===== src/hdl/rrts_pkg.sv =====
// ----------------------------------------------------------------------------
// Round-robin scheduler package
// Types, widths and constants shared by the scheduler modules.
// ----------------------------------------------------------------------------
package rrts_pkg;

    localparam int MAX_PROCS = 32;
    localparam int IDX_W     = $clog2(MAX_PROCS);
    localparam int CNT_W     = $clog2(MAX_PROCS + 1);
    localparam logic [15:0] LIMIT_RESET = 16'd100;

    localparam logic MODE_LOAD = 1'b0;
    localparam logic MODE_TICK = 1'b1;

    typedef struct packed {
        logic        mode;
        logic [7:0]  proc_name;
        logic [15:0] arr_tick;
        logic [7:0]  svc_ticks;
    } in_item_t;

    typedef struct packed {
        logic        ran_valid;
        logic [7:0]  ran_name;
        logic        finished;
        logic [15:0] turnaround;
        logic [15:0] response;
        logic [15:0] waiting;
        logic        all_done;
        logic        load_full;
    } out_item_t;

    // One pending process.
    typedef struct packed {
        logic [7:0]  name;
        logic [15:0] arrival;
        logic [7:0]  service;
    } pend_t;

    // One run-queue entry, held in a cell.
    typedef struct packed {
        logic [7:0]  name;
        logic [15:0] arrival;
        logic [7:0]  remaining;
        logic [7:0]  orig_service;
        logic [15:0] start;
        logic        started;
    } run_t;

    // Per-cycle command broadcast along the cell row.
    typedef struct packed {
        logic         append;    // load tail cell with new entry
        logic         run;       // run the selected cell
        logic         remove;    // cells at or above sel take neighbour's value
        logic         cut;       // drop first unstarted and beyond
        logic [IDX_W-1:0] sel;
        logic [CNT_W-1:0] len;
        logic [15:0]  t;
        run_t         new_entry;
    } cell_cmd_t;

endpackage


===== src/hdl/rrts_cell.sv =====
// ----------------------------------------------------------------------------
// Run-queue cell
// Holds one queue entry; shifts down from its upper neighbour on removal.
// ----------------------------------------------------------------------------
module rrts_cell
    import rrts_pkg::*;
(
    input  logic             aclk,
    input  logic [IDX_W-1:0] my_idx,
    input  cell_cmd_t        cmd,
    input  run_t             upper,
    output run_t             entry
);

    run_t entry_reg;
    run_t entry_next;

    always_comb begin
        entry_next = entry_reg;
        if (cmd.append && CNT_W'(my_idx) == cmd.len) begin
            entry_next = cmd.new_entry;
        end else if (cmd.run && my_idx == cmd.sel) begin
            entry_next.remaining = entry_reg.remaining - 8'd1;
            if (!entry_reg.started) begin
                entry_next.started = 1'b1;
                entry_next.start   = cmd.t;
            end
        end else if (cmd.remove && my_idx >= cmd.sel) begin
            entry_next = upper;
        end
    end

    always_ff @(posedge aclk) begin
        entry_reg <= entry_next;
    end

    assign entry = entry_reg;

endmodule


===== config.mk =====
export PLATFORM = sky130hd
export DESIGN_NAME = rrts_cell
export DESIGN_NICKNAME = d
export VERILOG_FILES = /design/src/hdl/rrts_pkg.sv /design/src/hdl/rrts_cell.sv
export SDC_FILE = /design/constraint.sdc
export NUM_CORES = 1
export LEC_CHECK = 0
export ABC_AREA = 1
export BUFFER_PORTS_ARGS = -buffer_cell sky130_fd_sc_hd__buf_2
export CAP_MARGIN = 30
export CORE_AREA = 8 8 101 103
export DETAILED_ROUTE_END_ITERATION = 7
export DIE_AREA = 0 0 109 111
export PLACE_DENSITY = 0.73
export SLEW_MARGIN = 15
export SYNTH_ARGS = -nofsm -noshare
export SYNTH_HDL_FRONTEND = slang
export SYNTH_SLANG_ARGS = --single-unit
export TNS_END_PERCENT = 20

===== constraint.sdc =====
create_clock -name aclk -period 4.6 [get_ports aclk]
set_input_delay 0.92 -clock aclk [delete_from_list [all_inputs] [get_ports aclk]]
set_output_delay 0.92 -clock aclk [all_outputs]
set_load 0.03 [all_outputs]

* Yosys cells after proc, flatten, opt, wreduce, memory -nomap -nowiden *
Index checks and enable logic that the tools add are counted.

storage, ports and cells
  register bits after elaboration = 57

operators by class
  add/sub/neg operators = 1
  $lt $le $gt $ge = 1
  eq/ne operators = 4
  multiplexer cells = 7
  reductions and logical operators = 7

operators with widths
  operator                                          count
  2-to-1 mux 57 bit                                 2
  2-to-1 mux 17 bit                                 2
  2-to-1 mux 24 bit                                 1
  2-to-1 mux 8 bit                                  2
  subtractor 8 x 1 -> 8 bit, second input constant  1
  equality test 5 x 6 -> 1 bit                      1
  equality test 5 bit                               1
  >= comparator 5 bit                               1
  AND reduction 2 bit                               2
  logical AND 1 bit                                 3
  inequality test 3 bit, second input constant      1
  nonzero test 3 bit                                1
  inequality test 2 bit, second input constant      1
  nonzero test 2 bit                                1

* Longest topological paths before layout *
Gate-level depths: netlist (run 1).

  depth in word-level cells = 5
  mapped depth = 10

* Least setup slack after synthesis (run 1) *
Ideal clock, no wire load.

  path type = input to register
  from = in cmd[81] in the netlist's numbering
  to = reg entry_reg (netlist bit entry[17]) (enable)
  setup time = 0.466 ns
  arrival time = 3.883 ns
  data required time = 4.134 ns
  path slack = 0.252 ns
  stages on the path = 6
  cell sequence = inv_1 -> ha_1 -> nand2_1 -> nor3_4 -> buf_2 -> o21ai_0

between the ends
  longest elaborated chain between the ends = 4

ends and longest elaborated chain
  what                                                                          RTL line                          source
  from (decl)                                                                   rrts_cell.sv:10                   input cell_cmd_t cmd,
  >= comparator 5 bit / equality test 5 bit (equally long branches)             rrts_cell.sv:28, rrts_cell.sv:22
  logical AND 1 bit (on tied branches)                                          rrts_cell.sv:28, rrts_cell.sv:22
  nonzero test 2 bit (no line) / inequality test 2 bit (equally long branches)  -
  AND reduction 2 bit (no line) (*)                                             -
  to (signal assigned)                                                          rrts_cell.sv:34                   entry_reg <= entry_next;
  to (decl)                                                                     rrts_cell.sv:15                   run_t entry_reg;

Mark *: on every way between the ends. The rest lies on a longest branch, timed or not.
A chain may end at the register's enable or synchronous reset.

* Worst setup path in the final report (run 1) *
  from = in my_idx[4]
  to = reg entry_reg (netlist bit entry[2]) (enable)

between the ends
  longest elaborated chain between the ends = 4

ends and longest elaborated chain
  what                                                                          RTL line                                           source
  from (decl)                                                                   rrts_cell.sv:9                                     input logic [IDX_W-1:0] my_idx,
  >= comparator 5 bit (tied with other cells)                                   rrts_cell.sv:28                                    end else if (cmd.remove && my_idx >= cmd.sel) begin
  logical AND 1 bit (on tied branches)                                          rrts_cell.sv:28, rrts_cell.sv:20, rrts_cell.sv:22
  nonzero test 3 bit (no line) / inequality test 3 bit (equally long branches)  -
  AND reduction 2 bit (no line) (*)                                             -

Marks and branches as above.

==> results.toml, run 1 <==
[finish]
fillers = 836
layout-drive-gt1-share = 0.379
fin_cells = 718
utilization = 0.528
largest_reg_flops = 57
final_cell_mix = "258 x nand2_1, 206 x buf_2, 57 x edfxtp_1"
antenna_cells = 0
final_area_um2 = 4510
nets = 762
layout_commonest_cell = "nand2_1"
syn2layout_area_growth_pct = 42.3

[power]
power_switching_mw = 0.425
p_total_mw = 1.48
clkPwrFrac = 0.339
p_int_mw = 1.05
p_comb_frac = 0.219
p_sw_frac = 0.288
p_seq_frac = 0.442
ir_worst_vdd_uv = 136
power_density_nw_per_um2 = 327
p_leak_nw = 2.45

[placed_design]
pre_cts_ws_ns = 1.21
dp.cells = 700
io_buffers = 206
dp_hpwl_um = 7650
place_congestion = 0.861
place_area_um2 = 4250

[sta]
setup_tns_ns = 0
slew_headroom = 0.572
worst_slack_ns = 1.59
fmax_mhz = 332
worst_pin_slew_ns = 0.642
min_period_ns = 3.01
report.final.slew_viol_count = 0
rsz0062_at_grt = "no"
final.setup_skew_ns = 0.0146
fin_hold_ws_ns = 0.737
fin_crit_sh = 0.655
hold_viol = 0
setup_violations = 0

[run]
drv_cap = 0

[logic_synthesis]
synth_edf_count = 57
syn_nets = 557
ys_warn_count = 0
syn_area_um2 = 3170
ys_seq_elements = 57
syn_inst = 400
syn_avg_cell_area_um2 = 7.93
ys_types = 19
async_reset_ff_frac = 0
synth_flop_cell = "edfxtp_1"
yosysSeqAreaShare = 0.540

[setup_path]
critPathCaptureType = "register"
crit_arrival_ns = 2.96
path_cells = "buf_2 > ha_1 > nand2_2 > nor3_4 > inv_2 > nand3_1 > nand2_1 > inv_1"
path_class = "primary input to register"
rrSetupSlack_ns = 3.13
slowest_delay_ns = 0.48
cp_slowest_cell = "nand3_1"
start_kind = "primary input"
required_ns = 4.55
crit_fanout = 28

[global_route]
grtUsageTotal = 0.157
grt_pass1_wl_um = 15300
grt_max_degree = 62
antenna_found_initial = 0
grt_overflow = 0
grt_pass1_vias = 3172

[floorplanning]
core_area_um2 = 8550
ios = 208
dieWidth_um = 109
fp.dieArea_um2 = 12100
start_util = 0.371
rows = 34
die_y_um = 111

[clocking]
cts_hold_buf = 0
cts.sinks = 57
cts_buffer_depth = 2
clockRootBuffer = "clkbuf_8"
post_cts_resized = 0
cts_tree = "done"
clk_pin_slew_ns = 0.08
cts_made_buffers = 9
post-cts-setup-buffers = 0
clk_latency_ns = 0.33
htreeDepth = 3

[drt]
met2_length_um = 4800
ant_nets = 0
drt-pass1-iter-count = 7
viasPerCell = 4.47
highest_layer = "met4"
avgRoutedWirePerCell_um = 13.6
wl_met1_um = 3810
wirelength_um = 9800
first_iter_violations = 174
wl_met3_um = 1100
drcViolationCount = 0
via_count = 3210

[worst_hold_path]
hold_path_class = "register to register"

[outcome]
status = "finished clean"
[synthesized netlist by cell type (all sizes together), types with 3 or more instances]
master,instances,area (um^2)
buf,11,97.6
clkbuf,5,18.8
edfxtp,57,1710
ha,6,75.1
inv,24,90.1
nand2,259,975
nand3,10,55.1
nand4,3,18.8
nor2,14,52.6
o21ai,6,30.0
xnor2,3,26.3
[cell families (layout without fill, tap and decap cells)]
logic type,count (synthesis),after routing,share of synthesized area
buffers and inverters,40,250,0.0651
adders and majority gates,6,6,0.0237
and+or+nand+nor,287,287,0.352
DFF,57,57,0.540
AOI/OAI and AO/OA,7,7,0.0110
xor gates and xnor gates,3,3,0.00829
[critical path, delay by kind of cell]
kind                       cells  cell delay [ns]
and+or+nand+nor                4             0.90
buffers and inverters          3             0.82
adders and majority gates      1             0.31
[power by group through the flow]
stage	clock, mW	sequential [mW]	combinational, mW
final	0.500	0.653	0.324
after CTS	0.517	0.653	0.322
after global routing	0.539	0.657	0.354
after global placement	0	0.662	0.317
after detailed placement	0	0.665	0.321
after floorplan	0	0.770	0.0825
[worst paths after layout]
kind | startpoint | to | cells past startpoint
min reg2reg | entry[25] | entry[25] | 3
max | my_idx[4] | entry[2] | 8
min | entry[25] | entry[25] | 3
max reg2reg | entry[25] | entry[29] | 8
[area by class of cell]
cell class / instances / area, um^2 / share of cell area
Tap cell: 108 / 135 / 0.0299
Inverter: 24 / 90.1 / 0.0200
Timing Repair Buffer: 210 / 1100 / 0.244
Sequential cell: 57 / 1710 / 0.379
Clock inverter: 6 / 82.6 / 0.0183
Clock buffer: 10 / 128 / 0.0283
Multi-Input combinational cell: 303 / 1260 / 0.280
[per-layer routing]
metal,GRT usage,vias up
met4,0.0566,0
met3,0.0535,7
met2,0.265,142
li1,-,1662
met5,0,-
met1,0.177,1399
Note: power is estimated with default switching activity, not from simulation.
==> inputs of run 2 (changes only) <==
--- a/config.mk
+++ b/config.mk
@@ -8,10 +8,10 @@
 export ABC_AREA = 1
 export BUFFER_PORTS_ARGS = -buffer_cell sky130_fd_sc_hd__buf_2
 export CAP_MARGIN = 30
-export CORE_AREA = 8 8 101 103
+export CORE_AREA = 8 8 95 97
 export DETAILED_ROUTE_END_ITERATION = 7
-export DIE_AREA = 0 0 109 111
-export PLACE_DENSITY = 0.73
+export DIE_AREA = 0 0 103 105
+export PLACE_DENSITY = 0.79
 export SLEW_MARGIN = 15
 export SYNTH_ARGS = -nofsm -noshare
 export SYNTH_HDL_FRONTEND = slang
==> constraint.sdc (replaced) <==
create_clock -name aclk -period 3.15 [get_ports aclk]
set_input_delay 0.63 -clock aclk [delete_from_list [all_inputs] [get_ports aclk]]
set_output_delay 0.63 -clock aclk [all_outputs]
set_load 0.03 [all_outputs]
==> results.toml, run 2 (same netlist as run 1, synthesis figures left out) <==
[setup_path]
rrSetupSlack_ns = 1.66
worst_r2r_path_depth = 8
crit_arrival_ns = 2.23
rr_endpoint = "entry[29]"
start_kind = "primary input"
required_ns = 3.12
path_class = "primary input to register"
crit_fanout = 16
r2r-start = "entry[25]"
critPathCaptureType = "register"
worstSetupStartpoint = "my_idx[4]"

[outcome]
status = "finished clean"

[sta]
final.setup_skew_ns = 0.00697
slew_headroom = 0.595
min_period_ns = 2.27
fmax_mhz = 441
report.final.slew_viol_count = 0
hold_viol = 0
rsz0062_at_grt = "no"
setup_violations = 0
worst_pin_slew_ns = 0.607
setup_tns_ns = 0
fin_crit_sh = 0.720

[clocking]
clockRootBuffer = "clkbuf_8"
post_cts_resized = 0
cts_made_buffers = 9
cts_tree = "done"
cts.sinks = 57
clk_latency_ns = 0.34
cts_hold_buf = 0
post-cts-setup-buffers = 0
clk_pin_slew_ns = 0.07
cts_buffer_depth = 2
htreeDepth = 3

[floorplanning]
start_util = 0.421
dieWidth_um = 103
rows = 32
core_area_um2 = 7530
fp.dieArea_um2 = 10800
ios = 208
die_y_um = 105

[placed_design]
io_buffers = 206
dp.cells = 699
place_congestion = 0.823
dp_hpwl_um = 7940

[finish]
nets = 765
fin_cells = 715
largest_reg_flops = 57
final_cell_mix = "258 x nand2_1, 206 x buf_2, 57 x edfxtp_1"
layout_commonest_cell = "nand2_1"
antenna_cells = 0
syn2layout_area_growth_pct = 40.9
layout-drive-gt1-share = 0.382

[worst_hold_path]
hold_path_class = "primary input to register"
hold_start = "cmd[19]"
whs_endpoint = "entry[19]"
min_path_cells = 3

[drt]
via_count = 3277
drt-pass1-iter-count = 4
avgRoutedWirePerCell_um = 13.9
wirelength_um = 9940
first_iter_violations = 130
viasPerCell = 4.58
ant_nets = 0
drcViolationCount = 0

[global_route]
grt_pass1_wl_um = 15200
grt_overflow = 0
grt_max_degree = 48
grt_pass1_vias = 3352
grtUsageTotal = 0.178
antenna_found_initial = 0

[power]
p_int_mw = 1.45
p_seq_frac = 0.461
ir_worst_vdd_uv = 158
power_switching_mw = 0.621
clkPwrFrac = 0.311
p_sw_frac = 0.300
power_density_nw_per_um2 = 463
p_leak_nw = 2.44
p_comb_frac = 0.228

[run]
drv_cap = 0
run 2: cell types whose count changed in the layout (fill, tap and decap cells not counted):
cell       delta
buf_4         +4
buf_16        -2
buf_12        +1
bufinv_16     -1
clkbuf_1      -1
clkinv_1      +1
clkinv_2      +1
o21ai_2       +1
o21ai_4       -1
run 2: per-layer routing:
| layer | GRT usage | vias to the layer above | routed length, um |
|---|---|---|---|
| li1 | - | 1670 | - |
| met1 | 0.198 | 1404 | 3950 |
| met2 | 0.292 | 182 | 4460 |
| met3 | 0.0617 | 21 | 1260 |
| met4 | 0.0910 | 0 | 263 |
| met5 | 0 | - | 0 |
run 2: power groups by stage:
| stage | clock network (mW) | logic, mW | registers [mW] |
|---|---|---|---|
| global placement | 0 | 0.467 | 0.965 |
| CTS | 0.663 | 0.477 | 0.952 |
| global route | 0.695 | 0.512 | 0.961 |
| finish | 0.644 | 0.471 | 0.953 |
| detailed placement | 0 | 0.475 | 0.969 |
| floorplan | 0 | 0.121 | 1.12 |
run 2: cell type report:
class	count	area, um^2
clock inverter	7	61.3
timing repair buffer	213	1100
tap	102	128
inverter	24	90.1
multi-input combinational	303	1260
clock buffer	9	124
fill	695	3060
sequential	57	1710
run 2: critical path, stage by stage:
cell and delay, ns:
buf_2 0.12, ha_1 0.31, nand2_2 0.10, nor3_4 0.40, inv_2 0.07, nand3_1 0.11, nand2_1 0.06, inv_1 0.45
run 2: worst max-delay path by stage:
| stage | endpoint | cells after the start |
|---|---|---|
| floorplan | entry[10] | 9 |
| global placement | entry[6] | 8 |
| CTS | entry[10] | 8 |
| global route | entry[16] | 8 |
| finish | entry[10] | 8 |
| detailed placement | entry[8] | 8 |
run 2: per-stage QoR:
step	power, mW	hold WS, ns	utilization	setup WS (ns)	instance area, um^2
2_1_floorplan	1.24	0.809	-	0.529	3180
3_3_place_gp	1.43	0.712	0.569	0.531	4280
3_5_place_dp	1.44	0.695	0.569	0.495	4280
4_1_cts	2.09	0.541	0.594	0.862	4470
5_1_grt	2.17	0.550	0.594	0.745	4470
6_report	2.07	0.556	0.594	0.882	4470
==> inputs of run 3 (changes only) <==
==> constraint.sdc (replaced) <==
create_clock -name aclk -period 2.1 [get_ports aclk]
set_input_delay 0.42 -clock aclk [delete_from_list [all_inputs] [get_ports aclk]]
set_output_delay 0.42 -clock aclk [all_outputs]
set_load 0.03 [all_outputs]
==> results.toml, run 3 (same netlist as run 1, synthesis figures left out) <==
[drt]
via_count = 3253
viasPerCell = 4.52
first_iter_violations = 87
drt-pass1-iter-count = 4
ant_nets = 0
wirelength_um = 9820
avgRoutedWirePerCell_um = 13.6
drcViolationCount = 0

[setup_path]
crit_arrival_ns = 1.81
critPathCaptureType = "register"
start_kind = "primary input"
timing.critical_path.buf_inv = 4
cp_slowest_cell = "ha_1"
slowest_delay_ns = 0.32
crit_fanout = 16
cp_top_family = "simple AND/OR/NAND/NOR gates"
required_ns = 2.19
path_class = "primary input to register"
crit_top_cell = "nand2_1"
path_cells = "buf_2 > ha_1 > nand2_2 > inv_1 > nand2_1 > nand3_1 > nand2_1 > nand3_1 > nand2_1 > clkinvlp_4 > buf_12"

[floorplanning]
ios = 208
core_area_um2 = 7530
fp.dieArea_um2 = 10800
rows = 32
die_y_um = 105
dieWidth_um = 103
start_util = 0.421

[power]
p_total_mw = 3.24
power_density_nw_per_um2 = 710
p_leak_nw = 2.48
ir_worst_vdd_uv = 257

[sta]
fin_crit_sh = 0.820
min_period_ns = 1.72
fmax_mhz = 581
rsz0062_at_grt = "no"
slew_headroom = 0.806
fin_hold_ws_ns = 0.347
setup_violations = 0
worst_pin_slew_ns = 0.291
report.final.slew_viol_count = 0
hold_viol = 0
final.setup_skew_ns = 0.0145

[global_route]
grtUsageTotal = 0.177
grt_overflow = 0
grt_pass1_vias = 3329
grt_pass1_wl_um = 15300
antenna_found_initial = 0
grt_max_degree = 33

[finish]
fin_cells = 720
antenna_cells = 0
nets = 770
multi_input_comb_area_um2 = 1260
seqCellArea_um2 = 1710
layout_commonest_cell = "nand2_1"
syn2layout_area_growth_pct = 44.0
largest_reg_flops = 57
final_cell_mix = "258 x nand2_1, 206 x buf_2, 57 x edfxtp_1"
fillers = 669
layout-drive-gt1-share = 0.388

[clocking]
post-cts-setup-buffers = 0
cts_buffer_depth = 2
cts_hold_buf = 0
htreeDepth = 3
clockRootBuffer = "clkbuf_8"
cts_made_buffers = 9
post_cts_resized = 0
cts_tree = "done"
cts.sinks = 57
clk_latency_ns = 0.33
clk_pin_slew_ns = 0.08

[run]
drv_cap = 0

[placed_design]
dp_hpwl_um = 7950
place_congestion = 0.813
io_buffers = 206
dp.cells = 704

[worst_hold_path]
hold_path_class = "primary input to register"

[outcome]
status = "finished clean"
==> run 3: worst min-delay path, delay by kind of cell <==
family,cells,cell delay [ns]
buffers and inverters,1,0.08
AND/OR/NAND/NOR,2,0.08
==> run 3: cell type report <==
class,instances,share of cell area
sequential,57,0.375
clock buffer,10,0.0279
clock inverter,6,0.0181
tap,102,0.0279
multi-input combinational,303,0.277
inverter,24,0.0205
timing repair buffer,218,0.254
==> run 3: path summary, 6_finish.rpt <==
kind / cells after the start / slack [ns] / start / to
setup / recovery: 11 / 0.38 / my_idx[4] / entry[4]
hold / removal: 3 / 0.35 / cmd[0] / entry[0]
setup reg to reg: 8 / 0.64 / entry[25] / entry[29]
hold reg to reg: 3 / 0.73 / entry[25] / entry[25]
==> run 3: per-stage QoR <==
stage	worst slack (ns)	setup TNS (ns)	utilization	area, um^2
3_3_place_gp	0.0951	0	0.579	4360
4_1_cts	0.397	0	0.607	4570
2_1_floorplan	-0.218	-3.48	-	3190
6_report	0.377	0	0.607	4570
3_5_place_dp	0.0455	0	0.579	4360
5_1_grt	0.287	0	0.607	4570
==> run 3: power by group <==
group | switching [mW] | total [mW] | internal, mW | leakage (nW)
Clock | 0.426 | 1.09 | 0.662 | 0.108
Combinational | 0.466 | 0.725 | 0.259 | 1.84
Sequential | 0.0374 | 1.43 | 1.39 | 0.533
==> run 3: metal layers <==
layer	up-vias	share of wire	GRT usage
met2	165	0.47	0.300
li1	1678	-	-
met1	1396	0.39	0.194
met4	0	0.018	0.0714
met3	14	0.12	0.0617
met5	-	0	0
